$ cat config.mk
export PLATFORM = sky130hd
export DESIGN_NAME = tnvs_queue
export DESIGN_NICKNAME = d
export VERILOG_FILES = /design/src/rtl/core/tnvs_pkg.sv /design/src/rtl/core/tnvs_queue.sv
export SDC_FILE = /design/constraint.sdc
export NUM_CORES = 1
export LEC_CHECK = 0
export BUFFER_PORTS_ARGS = -buffer_cell sky130_fd_sc_hd__buf_4
export CORE_MARGIN = 5
export CORE_UTILIZATION = 60
export CTS_BUF_LIST = sky130_fd_sc_hd__clkbuf_16
export DETAILED_ROUTE_END_ITERATION = 8
export PLACE_DENSITY_LB_ADDON = 0.05
export SLEW_MARGIN = 20
export SYNTH_ARGS = -nofsm -noshare
export SYNTH_HDL_FRONTEND = slang
export SYNTH_SLANG_ARGS = --single-unit
$ cat constraint.sdc
create_clock -name clk -period 8 [get_ports clk]
set_input_delay 0.8 -clock clk [delete_from_list [all_inputs] [get_ports clk]]
set_output_delay 0.8 -clock clk [all_outputs]
set_load 0.01 [all_outputs]
$ cat src/rtl/core/tnvs_pkg.sv
// Package for the transformed nearest vertex search.
// Holds register codes, reset values and fixed widths; no dependencies.
package tnvs_pkg;

  // Transform row packing: three Q1.14 coefficients, then the translation.
  localparam int COEF_WIDTH = 16;
  localparam int COEF_FRAC  = 14;
  localparam int CFG_WIDTH  = 64;
  localparam int REF_WIDTH  = 48;

  // Squared distance result.
  localparam int SQ_WIDTH = 36;
  localparam logic [SQ_WIDTH-1:0] SQ_MAX = {SQ_WIDTH{1'b1}};

  // Configuration register indexes.
  localparam int CFG_IDX_WIDTH = 3;
  localparam logic [CFG_IDX_WIDTH-1:0] CFG_ROW_X     = 3'd0;
  localparam logic [CFG_IDX_WIDTH-1:0] CFG_ROW_Y     = 3'd1;
  localparam logic [CFG_IDX_WIDTH-1:0] CFG_ROW_Z     = 3'd2;
  localparam logic [CFG_IDX_WIDTH-1:0] CFG_REF_POINT = 3'd3;

  // Reset values: identity rotation, zero translation, origin reference.
  localparam logic [CFG_WIDTH-1:0] ROW_X_RESET = 64'h0000_0000_0000_4000;
  localparam logic [CFG_WIDTH-1:0] ROW_Y_RESET = 64'h0000_0000_4000_0000;
  localparam logic [CFG_WIDTH-1:0] ROW_Z_RESET = 64'h0000_4000_0000_0000;
  localparam logic [REF_WIDTH-1:0] REF_RESET   = '0;

  // Queue between the front pipeline and the minimum tracker.
  localparam int QUEUE_AW    = 3;
  localparam int QUEUE_DEPTH = 1 << QUEUE_AW;

endpackage

$ cat src/rtl/core/tnvs_queue.sv
// Small FIFO between the front pipeline and the minimum tracker.
// Depends on tnvs_pkg for its depth; the front keeps it from overflowing.
module tnvs_queue #(
  parameter int WIDTH = 85
) (
  input  logic             clk,
  input  logic             rst_n,
  input  logic             push,
  input  logic [WIDTH-1:0] push_data,
  input  logic             pop,
  output logic             q_valid,
  output logic [WIDTH-1:0] q_data
);
  import tnvs_pkg::*;

  logic [WIDTH-1:0]    mem_r [QUEUE_DEPTH];
  logic [QUEUE_AW-1:0] wr_ptr_r, rd_ptr_r;
  logic [QUEUE_AW:0]   count_r, count_nxt;

  assign q_valid   = (count_r != '0);
  assign q_data    = mem_r[rd_ptr_r];
  assign count_nxt = count_r + (QUEUE_AW+1)'(push) - (QUEUE_AW+1)'(pop);

  always_ff @(posedge clk) begin
    if (push) begin
      mem_r[wr_ptr_r] <= push_data;
    end
  end

  always_ff @(posedge clk) begin
    if (!rst_n) begin
      wr_ptr_r <= '0;
      rd_ptr_r <= '0;
      count_r  <= '0;
    end else begin
      if (push) begin
        wr_ptr_r <= wr_ptr_r + 1'b1;
      end
      if (pop) begin
        rd_ptr_r <= rd_ptr_r + 1'b1;
      end
      count_r <= count_nxt;
    end
  end

endmodule

==> impl_metrics.csv <==
group,metric,value,unit
status,status,"finished clean",
global_routing,grt_pass1_wl,74940,um
synth,synthTopCellsByCount,"680 x edfxtp_1, 170 x mux4_2, 85 x mux2_2",
global_routing,use_met1,31.13,%
sta,slew_headroom,33.87,%
pwr,p_comb_share,8.6,%
global_routing,gr-usage-met3,3.948,%
synth,avgSynthCellArea,24.90,um^2
synth,synthFlopType,"edfxtp_1",
sta,tightest_slew,0.9919,ns
synth,ys_async_sr_fraction,0,%
pwr,p_sw,1.604,mW
synth,synth_nets,1146,
sta,finalCritPeriodShare,47.71,%
clocking,cts-resized-gates,0,
global_routing,overflow,0,
setup_path,cp-start-kind,"register",
setup_path,r2r_cells,4,
drt,wl_per_cell,25.82,um
setup_path,crit_end,"q_data[81]",
sta,timing.fmax,262.0,MHz
cells_and_area,fill_cells,2616,
clocking,cts_setup_buffers,0,
drt,num_vias,11250,
pwr,pwr-share-clk,38.5,%
placement,place_congestion,0.7094,
sta,finalSetupTns,0,ns
synth,synth.most_common_cell,"edfxtp_1",
synth,yosys.area.top_type,"edfxtp_1",
synth,ys_seq_elements,693,
pwr,max-vdd-ir-drop,0.0001986,V
synth,yosysSeqAreaShare,79.19,%
clocking,clock_sinks,693,
clocking,cts-hold-fix-buffers,0,
sta,setup_viol,0,
setup_path,cp-end-kind,"output pin",
drt,drc,0,
clocking,root_buffer,"clkbuf_16",
sta,whs,0.4557,ns
synth,yosys.area.top_type_share,78.19,%
pwr,power_frac_seq,52.9,%
cells_and_area,n_antenna_cell,0,
global_routing,grt_max_degree,81,
sta,rsz0062_at_grt,"false",
synth,synthCells,1049,
cells_and_area,drive_gt1_share,41.62,%
clocking,htree_levels,3,
synth,synthesis.area,26120,um^2
pwr,power.share.switching,20.57,%
setup_path,r2r_slack,5.04,ns
global_routing,grt_pass1_vias,12240,
sta,finClkSkew,0.01770,ns
clocking,cts_buffers,70,
drt,drtPass1Iterations,5,
synth,netlist_top_cells_area,"edfxtp_1 78%, mux4_2 15%, mux2_2 3.7%",
setup_path,path_class,"register to output pin",
cells_and_area,fin_nets,1368,
pwr,p_int,6.196,mW
global_routing,use_met2,34.14,%
global_routing,antenna_found_initial,2,
drt,drtIter0Drc,948,
floorplan,io_pins,175,
synth,yosys_warnings,0,
synth,post_synth_num_cell_types,23,
sta,finalHoldViolCount,0,
sta,min_period,3.817,ns
setup_path,rr_startpoint,"wr_ptr_r[0]$_SDFFE_PN0P_",
floorplan,die_w,218.6,um
pwr,p_per_area,257.8,nW/um^2
cells_and_area,multi_input_area,5179,um^2
synth,synth_edf_count,680,
clocking,path_clk_slew,0.06,ns
floorplan,rows,76,
clocking,cts_buffer_depth,3,
setup_path,timing.rr.end,"mem_r[7][64]$_DFFE_PP_",
job,maxCapViolations,0,
placement,place.detailed.hpwl,26090,um
drt,viasPerCell,5.909,
cells_and_area,seqCellArea,20690,um^2
global_routing,grt.total_usage,21.20,%
min_path,hp-class,"input pin to register",
sta,drv_slew,0,
cells_and_area,area_growth,15.86,%
floorplan,die_h,218.6,um
floorplan,fp.coreArea,43080,um^2
setup_path,arrival,3.02,ns
clocking,clk_latency,0.57,ns
drt,postRouteAntennaNets,0,
drt,routed_wl,49160,um
floorplan,die-area,47800,um^2
clocking,cts_tree,"yes",
setup_path,path_max_fanout,64,
floorplan,initial_core_util,60.63,%
pwr,p_leak,9.749,nW
global_routing,busiest_layer,"met2",
placement,port_buffers,174,
setup_path,required,7.20,ns
[cells in the final DEF, fill, tap and decap left out, types with 5 or more instances in the layout]
master / instances
mux2_2: 85
nand2_1: 5
nor2_4: 6
clkinv_1: 13
bufinv_16: 5
mux4_2: 170
clkbuf_16: 71
clkinv_2: 7
edfxtp_1: 680
dfxtp_1: 10
and2_1: 7
ha_1: 7
buf_4: 196
inv_1: 29
[cell type report]
class                   count  share of cell area [%]
clock buffers              71                   5.872
clock inverters            49                   1.100
inverters                   7                 0.08684
multi-input cells         301                   17.12
flip-flops and latches    693                   68.39
well taps                 585                   2.419
repair buffers            198                   5.020
[flip-flops by register name, summed over array words and instances (netlist names), named ones only]
| register | flops |
|---|---|
| count_r | 4 |
| mem_r | 680 |
| rd_ptr_r | 3 |
| wr_ptr_r | 3 |
[metal layers]
| metal | share of wire (%) | vias to the layer above |
|---|---|---|
| li1 | - | 4921 |
| met1 | 43 | 5962 |
| met2 | 49 | 298 |
| met3 | 6.3 | 66 |
| met4 | 1.7 | 4 |
| met5 | 0.055 | - |
[per-stage QoR]
| stage | cell area [um^2] | utilization [%] | total power [mW] | setup slack (ns) | std cells |
|---|---|---|---|---|---|
| 3_5_place_dp | 28150 | 65.34 | 4.887 | 4.432 | 1784 |
| 4_1_cts | 30260 | 70.24 | 7.883 | 4.094 | 1904 |
| 5_1_grt | 30260 | 70.24 | 8.101 | 3.997 | 1904 |
| 6_report | 30260 | 70.24 | 7.801 | 4.183 | 1904 |
| 3_3_place_gp | 28120 | 65.28 | 4.871 | 4.244 | 1783 |
| 2_1_floorplan | 26120 | - | 4.603 | 0.7152 | 1049 |
[power by group through the flow]
stage                     clock (mW)  sequential [mW]  combinational, mW
final                           3.00             4.13              0.668
after global routing            3.24             4.14              0.724
after CTS                       3.07             4.13              0.683
after detailed placement           0             4.21              0.680
after global placement             0             4.20              0.668
after floorplan                    0             4.20              0.407
[critical path, cell delays in order (launching register included)]
cell     delay (ns)
dfxtp_4        0.69
buf_4          0.82
mux4_2         0.42
mux2_2         0.28
buf_4          0.15
[worst min path at each step]
stage,endpoint,from,slack [ns],depth (start not counted)
floorplan,register,rd_ptr_r[1]$_SDFFE_PN0P_,0.51,2
global placement,register,rd_ptr_r[1]$_SDFFE_PN0P_,0.52,2
detailed placement,register,rd_ptr_r[1]$_SDFFE_PN0P_,0.55,2
CTS,mem_r[6][31]$_DFFE_PP_,push_data[31],0.42,1
global route,mem_r[7][17]$_DFFE_PP_,push_data[17],0.44,1
finish,mem_r[6][31]$_DFFE_PP_,push_data[31],0.46,1
[cell families after synthesis]
| logic type | synth area share, % |
|---|---|
| multiplexers | 18.44 |
| adder cells (fa/ha/maj) | 0.4120 |
| buffers and inverters | 1.193 |
| flip-flops | 79.19 |
| AO/OA/AOI/OAI | 0.04790 |
| XOR/XNOR | 0.1677 |
| AND/OR/NAND/NOR | 0.5509 |
Power figures use the tool's default switching activity.
