[src/rtl/core/tnvs_pkg.sv]
// Package for the transformed nearest vertex search.
// Holds register codes, reset values and fixed widths; no dependencies.
package tnvs_pkg;

  // Transform row packing: three Q1.14 coefficients, then the translation.
  localparam int COEF_WIDTH = 16;
  localparam int COEF_FRAC  = 14;
  localparam int CFG_WIDTH  = 64;
  localparam int REF_WIDTH  = 48;

  // Squared distance result.
  localparam int SQ_WIDTH = 36;
  localparam logic [SQ_WIDTH-1:0] SQ_MAX = {SQ_WIDTH{1'b1}};

  // Configuration register indexes.
  localparam int CFG_IDX_WIDTH = 3;
  localparam logic [CFG_IDX_WIDTH-1:0] CFG_ROW_X     = 3'd0;
  localparam logic [CFG_IDX_WIDTH-1:0] CFG_ROW_Y     = 3'd1;
  localparam logic [CFG_IDX_WIDTH-1:0] CFG_ROW_Z     = 3'd2;
  localparam logic [CFG_IDX_WIDTH-1:0] CFG_REF_POINT = 3'd3;

  // Reset values: identity rotation, zero translation, origin reference.
  localparam logic [CFG_WIDTH-1:0] ROW_X_RESET = 64'h0000_0000_0000_4000;
  localparam logic [CFG_WIDTH-1:0] ROW_Y_RESET = 64'h0000_0000_4000_0000;
  localparam logic [CFG_WIDTH-1:0] ROW_Z_RESET = 64'h0000_4000_0000_0000;
  localparam logic [REF_WIDTH-1:0] REF_RESET   = '0;

  // Queue between the front pipeline and the minimum tracker.
  localparam int QUEUE_AW    = 3;
  localparam int QUEUE_DEPTH = 1 << QUEUE_AW;

endpackage

[src/rtl/core/tnvs_back.sv]
// Back end: running minimum of squared distance and the result register.
// Depends on tnvs_pkg for the squared distance width.
module tnvs_back #(
  parameter int COORD_WIDTH = 16
) (
  input  logic                                     clk,
  input  logic                                     rst_n,
  input  logic                                     q_valid,
  input  logic [3*COORD_WIDTH+tnvs_pkg::SQ_WIDTH:0] q_data,
  output logic                                     pop,
  output logic                                     out_valid,
  input  logic                                     out_stall,
  output logic signed [COORD_WIDTH-1:0]            out_closest_x,
  output logic signed [COORD_WIDTH-1:0]            out_closest_y,
  output logic signed [COORD_WIDTH-1:0]            out_closest_z,
  output logic [tnvs_pkg::SQ_WIDTH-1:0]            out_squared_distance
);
  import tnvs_pkg::*;

  localparam int PTW = 3 * COORD_WIDTH;

  logic                have_best_r, have_best_nxt;
  logic [SQ_WIDTH-1:0] best_sq_r, best_sq_nxt;
  logic [PTW-1:0]      best_pt_r, best_pt_nxt;
  logic                out_valid_r, out_valid_nxt;
  logic [SQ_WIDTH-1:0] out_sq_r;
  logic [PTW-1:0]      out_pt_r;

  logic [PTW-1:0]      cand_pt;
  logic [SQ_WIDTH-1:0] cand_sq;
  logic                cand_last;
  logic                take;
  logic                emit;

  assign cand_pt   = q_data[PTW-1:0];
  assign cand_sq   = q_data[PTW +: SQ_WIDTH];
  assign cand_last = q_data[PTW+SQ_WIDTH];

  // A last vertex waits until the result register can take it.
  assign pop  = q_valid && (!cand_last || !out_valid_r || !out_stall);
  assign take = !have_best_r || (cand_sq < best_sq_r);
  assign emit = pop && cand_last;

  always_comb begin
    have_best_nxt = have_best_r;
    best_sq_nxt   = best_sq_r;
    best_pt_nxt   = best_pt_r;
    if (pop && take) begin
      have_best_nxt = 1'b1;
      best_sq_nxt   = cand_sq;
      best_pt_nxt   = cand_pt;
    end
    if (emit) begin
      have_best_nxt = 1'b0;
    end
    if (emit) begin
      out_valid_nxt = 1'b1;
    end else if (!out_stall) begin
      out_valid_nxt = 1'b0;
    end else begin
      out_valid_nxt = out_valid_r;
    end
  end

  always_ff @(posedge clk) begin
    if (!rst_n) begin
      have_best_r <= 1'b0;
      out_valid_r <= 1'b0;
    end else begin
      have_best_r <= have_best_nxt;
      out_valid_r <= out_valid_nxt;
    end
  end

  always_ff @(posedge clk) begin
    best_sq_r <= best_sq_nxt;
    best_pt_r <= best_pt_nxt;
    if (emit) begin
      out_sq_r <= take ? cand_sq : best_sq_r;
      out_pt_r <= take ? cand_pt : best_pt_r;
    end
  end

  assign out_valid            = out_valid_r;
  assign out_closest_x        = out_pt_r[0 +: COORD_WIDTH];
  assign out_closest_y        = out_pt_r[COORD_WIDTH +: COORD_WIDTH];
  assign out_closest_z        = out_pt_r[2*COORD_WIDTH +: COORD_WIDTH];
  assign out_squared_distance = out_sq_r;

endmodule

[config.mk]
export PLATFORM = sky130hd
export DESIGN_NAME = tnvs_back
export DESIGN_NICKNAME = d
export VERILOG_FILES = /design/src/rtl/core/tnvs_pkg.sv /design/src/rtl/core/tnvs_back.sv
export SDC_FILE = /design/constraint.sdc
export NUM_CORES = 1
export LEC_CHECK = 0
export BUFFER_PORTS_ARGS = -buffer_cell sky130_fd_sc_hd__buf_2
export CAP_MARGIN = 20
export CORE_MARGIN = 2
export CORE_UTILIZATION = 55
export CTS_BUF_LIST = sky130_fd_sc_hd__clkbuf_2
export CTS_CLUSTER_SIZE = 24
export DETAILED_ROUTE_END_ITERATION = 10
export PLACE_DENSITY = 0.9
export SYNTH_ARGS = -nofsm -noshare
export SYNTH_HDL_FRONTEND = slang
export SYNTH_SLANG_ARGS = --single-unit
[constraint.sdc]
create_clock -name clk -period 6.8 [get_ports clk]
set_input_delay 0.68 -clock clk [delete_from_list [all_inputs] [get_ports clk]]
set_output_delay 0.68 -clock clk [all_outputs]
set_load 0.05 [all_outputs]
==> impl_metrics.yaml, run 1 <==
setup_path:
  worstSetupPathType: "flip-flop to flip-flop"
  arrival_ps: 4380
  cp-end-kind: "flip-flop"
  worst_setup_path_start_kind: "flip-flop"
  required_ps: 7250
  cp_max_fo: 50
pwr:
  peakVddDrop_uv: 144
  power_w: 0.00208
  p_seq_share_pct: 60.0
  clkPwrFrac_pct: 25.9
  p_sw_w: 0.000578
  comb_power_share_pct: 14.1
  switching_share_pct: 27.8
  p_int_w: 0.00150
  cellLeakagePower_nw: 3.42
  power.density_nw_per_um2: 249
cts:
  cts_buffer_depth: 2
  cts_resized: 0
  cts_tree: "done"
  cts_buffers: 17
  cts_root_buf: "clkbuf_2"
  clkTransAtPathRegs_ps: 250
  ctsHoldBuffers: 0
  numClockSinks: 170
  h-tree-depth: 4
  cts_setup_buffers: 0
  clk_latency_ps: 750
timing:
  finalCriticalPeriod_ps: 3930
  fmax_ghz: 0.254
  holdWs_ps: 97.5
  final_max_slew_viol_count: 0
  rsz0062_at_grt: "false"
  setup_viol: 0
  finalSetupTns_ps: 0
  tightestPinTransition_ps: 1020
  hold_violations: 0
  max-slew-margin-rel_pct: 32.1
  fin_skew_ps: 28.4
  fin_crit_sh_pct: 57.8
floorplan:
  start_util_pct: 56.0
  die_h_um: 117
  io_pins: 175
  dieArea_um2: 13700
  rows: 41
  die_w_um: 117
  coreArea_um2: 12600
detailed_routing:
  vias: 4054
  avgViaCountPerCell: 5.26
  wl_per_cell_um: 17.3
  ant_nets: 0
  drtIter0Drc: 333
  totalWireLength_um: 13300
  first_pass_iters: 4
  post-route-drc-count: 0
layout:
  seq_area_um2: 5080
  syn2layout_area_growth_pct: 18.9
  nFillCells: 869
  design_area_um2: 8370
  drive_gt1_share_pct: 41.5
  multi_input_area_um2: 1740
  nets: 709
  diodes: 0
place:
  gp_congestion: 0.796
  dp_hpwl_um: 9200
  placed_cell_area_um2: 8070
  portBuffers: 174
synthesis:
  synthCells: 396
  synth_warnings: 0
  synthesis.nets: 520
  syn-cell-area_um2: 7040
  yosysSeqAreaShare_pct: 72.2
  ys_types: 29
  avgSynthCellArea_um2: 17.8
  ys_ff_latch: 170
grt:
  grt_pass1_wl_um: 19900
  grt_use_total_pct: 19.8
  antenna_found_initial: 0
  grt_overflow: 0
  grt_pass1_vias: 4120
  grt_max_degree: 86
flow_run:
  max_cap_violations: 0
run_status:
  status: "finished, final reports clean"
hold_path:
  hold_path_class: "primary input to flip-flop"
## cells in the final DEF (no fill, tap or decap), types with 2 or more instances in the layout
master,instances
a21boi_0,2
a21oi_1,13
a221o_1,2
buf_2,174
buf_4,3
bufinv_16,2
clkbuf_2,17
clkinv_2,2
clkinv_4,2
clkinvlp_4,4
dfxtp_1,2
edfxtp_1,168
ha_1,35
inv_1,37
inv_6,3
inv_8,2
mux2_1,49
mux2_2,35
nand2_1,12
nand2b_1,2
nand3_1,3
nand4_1,4
nor2_1,3
nor4_1,2
o21ai_0,6
## registers in the layout, indices dropped and copies added (netlist names)
| register | cells |
|---|---|
| out_squared_distance | 36 |
| have_best_r | 1 |
| best_pt_r | 48 |
| best_sq_r | 36 |
| out_valid | 1 |
| out_pt_r | 48 |
## area by class of cell
type                            instances  area share (%)
Timing Repair Buffer                  179            11.2
Clock inverter                         15            1.97
Sequential cell                       170            60.7
Clock buffer                           17            1.02
Tap cell                              172            2.57
Multi-Input combinational cell        179            20.7
Inverter                               38            1.72
## path summary, 6_finish.rpt
path            startpoint             to  slack [ps]  cells past startpoint
min             q_data[42]  best_pt_r[42]         100                      1
max          best_sq_r[29]  best_pt_r[32]        2870                      9
min reg2reg      out_valid      out_valid         520                      2
max reg2reg  best_sq_r[29]  best_pt_r[32]        2870                      9
## Yosys cell counts
cell type | n | area share [%]
and4_1 | 1 | 0.12
a31oi_1 | 1 | 0.089
nand4_1 | 4 | 0.36
and2_1 | 2 | 0.18
dfxtp_1 | 2 | 0.57
o21bai_1 | 1 | 0.11
nand2_1 | 12 | 0.64
mux2_1 | 49 | 7.8
ha_1 | 35 | 6.2
a21boi_0 | 2 | 0.21
buf_2 | 3 | 0.21
nand3_1 | 3 | 0.21
nor2_1 | 3 | 0.16
a211oi_1 | 1 | 0.11
a221o_1 | 2 | 0.28
inv_1 | 38 | 2.0
buf_4 | 1 | 0.11
nand2b_1 | 2 | 0.18
o21ai_0 | 6 | 0.43
a21o_1 | 1 | 0.11
a21oi_1 | 13 | 0.92
a22oi_1 | 1 | 0.11
buf_6 | 5 | 0.80
nor4_1 | 2 | 0.18
mux2_2 | 35 | 5.6
a41o_1 | 1 | 0.14
a221oi_1 | 1 | 0.12
edfxtp_1 | 168 | 72
o31ai_4 | 1 | 0.30
## metal layers
metal	up-vias	track usage (%)	wire length, um
met1	1971	22.9	5400
met3	25	6.95	889
met5	-	0	0
met2	161	33.4	6770
li1	1897	-	-
met4	0	8.63	282
## critical path, cell delays in order, from the launching register on
cell and delay, ps:
edfxtp_1 450, inv_1 70, ha_1 230, a21o_1 160, a221o_1 330, a221o_1 370, a41o_1 230, o31ai_4 810
and2_4 620, buf_16 310
## cells by family (layout without fill, tap and decap cells)
family                   after synthesis  count (layout)  share of synthesized area [%]
flip-flops                           170             170                           72.2
multiplexers                          84              84                           13.4
buffers and inverters                 47             249                           3.15
adder cells (fa/ha/maj)               35              35                           6.22
AO/OA/AOI/OAI                         31              31                           2.93
AND/OR/NAND/NOR                       29              29                           2.03
## through the flow
stage | util, % | setup WS [ps] | std cells
6_report | 66.6 | 2870 | 770
5_1_grt | 66.6 | 2580 | 770
4_1_cts | 66.2 | 2640 | 768
3_5_place_dp | 64.2 | 2290 | 736
3_3_place_gp | 64.2 | 2330 | 736
2_1_floorplan | - | 1810 | 396
## power by group through the flow
stage               registers, W  clock network [W]  logic, W
floorplan                0.00136                  0  0.000112
global placement         0.00127                  0  0.000279
detailed placement       0.00127                  0  0.000290
CTS                      0.00125           0.000555  0.000292
global route             0.00126           0.000591  0.000320
finish                   0.00125           0.000538  0.000294
Power figures use the tool's default switching activity.
==> inputs of run 2 (changes only) <==
Clock period 6.8 ns to 3.94 ns, I/O delays scaled along.
==> run 2 against run 1 <==
First-iteration DRC count is 2.1% higher; clock skew up 28 ps; utilization grew 7.2 points; global-route usage up 3.6 points; critical path depth up 1; wire length grew 20%; non-clock buffer count grew 89; via count is 12% higher; hold slack improved by 37 ps; highest routed layer unchanged; die area stayed put; sequential power rose by 73%.
==> impl_metrics.yaml, run 2 (synthesized netlist as in run 1, its figures left out) <==
floorplan:
  die_h_um: 117
  rows: 41
  start_util_pct: 56.0
  dieArea_um2: 13700
  coreArea_um2: 12600
  die_w_um: 117
  io_pins: 175
grt:
  grt_max_degree: 45
  grt_pass1_wl_um: 23400
  grt_use_total_pct: 23.4
  grt_overflow: 0
  grt_pass1_vias: 4680
  antenna_found_initial: 2
setup_path:
  worst_setup_path_start_kind: "flip-flop"
  cp_max_fo: 41
  cp-end-kind: "flip-flop"
  required_ps: 4410
  arrival_ps: 3850
  worstSetupPathType: "flip-flop to flip-flop"
place:
  portBuffers: 174
  dp_hpwl_um: 9710
  placed_cell_area_um2: 8170
  gp_congestion: 0.841
pwr:
  comb_power_share_pct: 16.0
  cellLeakagePower_nw: 3.81
  switching_share_pct: 28.0
  power_w: 0.00369
  p_sw_w: 0.00103
  clkPwrFrac_pct: 25.5
  p_int_w: 0.00265
  peakVddDrop_uv: 191
  power.density_nw_per_um2: 397
  p_seq_share_pct: 58.6
timing:
  final_max_slew_viol_count: 0
  max-slew-margin-rel_pct: 47.4
  hold_violations: 0
  setup_viol: 0
  tightestPinTransition_ps: 789
  finalSetupTns_ps: 0
  fmax_ghz: 0.295
  rsz0062_at_grt: "false"
  fin_skew_ps: 56.0
  fin_crit_sh_pct: 85.9
  finalCriticalPeriod_ps: 3390
cts:
  numClockSinks: 170
  h-tree-depth: 4
  clk_latency_ps: 780
  cts_tree: "done"
  clkTransAtPathRegs_ps: 240
  cts_root_buf: "clkbuf_2"
  cts_buffers: 17
  cts_buffer_depth: 2
layout:
  nets: 798
  drive_gt1_share_pct: 36.4
  final_common_cell: "buf_2"
  final_cell_mix: "174 x buf_2, 168 x edfxtp_1, 87 x dlygate4sd3_1"
  syn2layout_area_growth_pct: 31.9
  top_regs: "best_pt_r (48), out_pt_r (48)"
  design_area_um2: 9280
flow_run:
  max_cap_violations: 0
detailed_routing:
  drtIter0Drc: 340
  first_pass_iters: 4
  wl_per_cell_um: 18.6
  avgViaCountPerCell: 5.26
  vias: 4525
  totalWireLength_um: 16000
  ant_nets: 0
  post-route-drc-count: 0
run_status:
  status: "finished, final reports clean"
hold_path:
  hold_path_class: "primary input to flip-flop"
[run 2: cell types whose count changed in the layout (fill, tap and decap cells not counted)]
| cell | delta |
|---|---|
| buf_12 | +4 |
| buf_16 | -1 |
| buf_4 | -1 |
| clkbuf_2 | +2 |
| clkinv_4 | -1 |
| diode_2 | +2 |
| dlygate4sd3_1 | +87 |
| inv_8 | -1 |
[run 2: through the flow]
stage          instances  setup slack, ps  utilization (%)  hold slack, ps
5_1_grt              861              445             73.8             132
4_1_cts              859              569             73.8            15.9
2_1_floorplan        396              166                -             493
3_3_place_gp         740              550             65.0             464
3_5_place_dp         740              458             65.0             503
6_report             861              555             73.8             134
[run 2: final timing paths]
| path | start | slack [ps] | to | cells after the start |
|---|---|---|---|---|
| setup / recovery | best_sq_r[29] | 550 | best_sq_r[25] | 10 |
| hold reg to reg | best_pt_r[7] | 500 | out_pt_r[7] | 1 |
| hold / removal | q_valid | 130 | have_best_r | 5 |
| setup reg to reg | best_sq_r[29] | 550 | best_sq_r[25] | 10 |
[run 2: layout make-up]
type	count	area (um2)
diodes	2	5.00
multi-input cells	179	1740
inverters	38	144
fillers	735	3290
clock inverters	13	145
flip-flops and latches	170	5080
repair buffers	268	1860
well taps	172	215
clock buffers	19	95.1
[run 2: what timing repair did]
action                                  in CTS  in global routing
hold endpoints to repair                   170                  0
gates resized for setup                      0                  0
hold buffers                                87                  0
buffers inserted                             0                  0
endpoints found under the setup margin       0                  0
[run 2: power by group through the flow]
stage	logic (W)	registers (W)	clock network [W]
3_5_place_dp	0.000514	0.00220	0
5_1_grt	0.000634	0.00217	0.00101
4_1_cts	0.000584	0.00216	0.000939
2_1_floorplan	0.000193	0.00235	0
3_3_place_gp	0.000496	0.00219	0
6_report	0.000589	0.00216	0.000938
[run 2: critical path: stages (launching register included)]
cell and delay, ps:
edfxtp_1 470, inv_1 80, ha_1 240, a21o_1 170
a221o_1 320, a221o_1 370, a41o_1 240, o31ai_4 220
buf_12 280, and2_4 400, buf_12 260
[run 2: routing by layer]
metal | global-route usage (%) | wire length [um]
met4 | 9.88 | 491
met1 | 26.9 | 6160
met5 | 0 | 0
met2 | 40.8 | 8170
met3 | 7.05 | 1160
==> inputs of run 3 (changes only) <==
Settings changed: CELL_PAD_IN_SITES_DETAIL_PLACEMENT set to 0, CELL_PAD_IN_SITES_GLOBAL_PLACEMENT set to 1, CORE_UTILIZATION 55 to 46.
==> run 3 against run 2 <==
First-iteration DRC count shrank 31%; maximum frequency grew 4.6%; register-to-register slack gained 150 ps; setup slack gained 150 ps; combinational power shrank 2%; clock power grew 5.1%; utilization shrank 12 points; clock skew shrank 23 ps; power grew 0.94%.
==> impl_metrics.yaml, run 3 (synthesized netlist as in run 1, its figures left out) <==
run_status:
  status: "finished, final reports clean"
detailed_routing:
  avgViaCountPerCell: 5.00
  wl_per_cell_um: 17.2
  ant_nets: 0
  drtIter0Drc: 234
  first_pass_iters: 4
  vias: 4373
  post-route-drc-count: 0
  totalWireLength_um: 15000
floorplan:
  coreArea_um2: 15100
  die_h_um: 128
  io_pins: 175
  rows: 45
  die_w_um: 128
  dieArea_um2: 16300
  start_util_pct: 46.7
setup_path:
  crit_chain: "inv_1 -> ha_1 -> and4_1 -> nand4_1 -> nor4_1 -> a21boi_0 -> o31ai_4 -> buf_4 -> mux2_1"
  reg2reg_setup_slack_ps: 700
  endpoint: "out_pt_r[2]"
  slowest_delay_ps: 550
  required_ps: 4430
  crit_path_start: "best_sq_r[34]"
  reg2reg_from: "best_sq_r[34]"
  cp_max_fo: 35
  worstRegToRegCells: 9
  cp-end-kind: "flip-flop"
  cp_top_family: "simple AND/OR/NAND/NOR gates"
  cp.buffers_inverters: 2
  worst_setup_path_start_kind: "flip-flop"
  cp_num_cells: 9
  cp_slowest_cell: "nor4_1"
  worstSetupPathType: "flip-flop to flip-flop"
  regToRegEndpoint: "out_pt_r[2]"
  arrival_ps: 3720
flow_run:
  max_cap_violations: 0
grt:
  antenna_found_initial: 0
  grt_pass1_wl_um: 23700
  grt_max_degree: 47
  grt_pass1_vias: 4624
  grt_use_total_pct: 19.1
  grt_overflow: 0
layout:
  top_regs: "best_pt_r (48), out_pt_r (48)"
  syn2layout_area_growth_pct: 31.9
  final_common_cell: "buf_2"
  nets: 797
  finish.utilization_pct: 61.5
  final_cell_mix: "174 x buf_2, 168 x edfxtp_1, 87 x dlygate4sd3_1"
  drive_gt1_share_pct: 36.2
  diodes: 0
cts:
  clk_latency_ps: 730
  numClockSinks: 170
  cts_resized: 0
  cts_buffer_depth: 2
  h-tree-depth: 4
  clkTransAtPathRegs_ps: 230
  cts_tree: "done"
  cts_root_buf: "clkbuf_2"
  cts_buffers: 17
hold_path:
  min_path_cells: 5
  hold_path_class: "primary input to flip-flop"
place:
  portBuffers: 174
  pre_cts_ws_ps: 431
  gp_congestion: 0.746
  dp_hpwl_um: 9440
timing:
  rsz0062_at_grt: "false"
  fin_skew_ps: 33.3
  fin_ws_ps: 703
  hold_violations: 0
  setup_viol: 0
  tightestPinTransition_ps: 762
  final_max_slew_viol_count: 0
  finalSetupTns_ps: 0
  fin_crit_sh_pct: 82.2
  finalCriticalPeriod_ps: 3240
  fmax_ghz: 0.309
  max-slew-margin-rel_pct: 49.2
  holdWs_ps: 115
pwr:
  p_sw_w: 0.00101
  comb_power_share_pct: 15.5
  clkPwrFrac_pct: 26.5
  power.density_nw_per_um2: 401
  peakVddDrop_uv: 251
  p_int_w: 0.00271
  switching_share_pct: 27.3
  p_seq_share_pct: 57.9
  cellLeakagePower_nw: 3.80
run 3: changes by cell type in the layout (fill, tap and decap cells not counted), sizes merged:
cell      change
clkbuf        -1
clkinv        +1
buf           -1
diode         -2
clkinvlp      -1
bufinv        +1
run 3: cell type report:
type / count / area, um2
Clock buffer: 18 / 90.1
Clock inverter: 14 / 169
Fill cell: 1104 / 5810
Inverter: 38 / 144
Multi-Input combinational cell: 179 / 1740
Sequential cell: 170 / 5080
Tap cell: 188 / 235
Timing Repair Buffer: 267 / 1820
run 3: what timing repair did:
item | CTS | global route
hold buffers | 87 | 0
setup buffers | 0 | 0
hold endpoints to repair | 170 | 0
run 3: metal layers:
layer  vias up  track usage [%]  routed length [um]
li1       2070                -                   -
met1      2141             23.1                6420
met2       144             32.8                7620
met3        18             5.68                 765
met4         0             6.27                 191
met5         -                0                   0
run 3: power by group through the flow:
stage          Combinational (W)  Clock (W)  Sequential (W)
3_3_place_gp            0.000494          0         0.00219
2_1_floorplan           0.000193          0         0.00235
3_5_place_dp            0.000511          0         0.00220
4_1_cts                 0.000582    0.00101         0.00216
5_1_grt                 0.000627    0.00109         0.00217
6_report                0.000578   0.000986         0.00216
run 3: worst min-delay path, stage by stage:
cell and delay [ps]:
buf_2 90, inv_1 40, a31oi_1 90, o21ai_0 160, nor2_1 40
run 3: worst min-delay path by stage:
| stage | to | start | slack, ps |
|---|---|---|---|
| finish | have_best_r | q_valid | 120 |
| global route | have_best_r | q_valid | 60 |
| CTS | have_best_r | q_valid | 10 |
| detailed placement | out_valid | out_valid | 500 |
| global placement | out_valid | out_valid | 460 |
| floorplan | best_pt_r[0] | q_data[0] | 490 |
run 3: stage by stage:
stage | instance area, um2 | instances | power [W]
2_1_floorplan | 7040 | 396 | 0.00254
3_3_place_gp | 8150 | 755 | 0.00268
3_5_place_dp | 8150 | 755 | 0.00271
4_1_cts | 9280 | 874 | 0.00375
5_1_grt | 9280 | 874 | 0.00389
6_report | 9280 | 874 | 0.00372
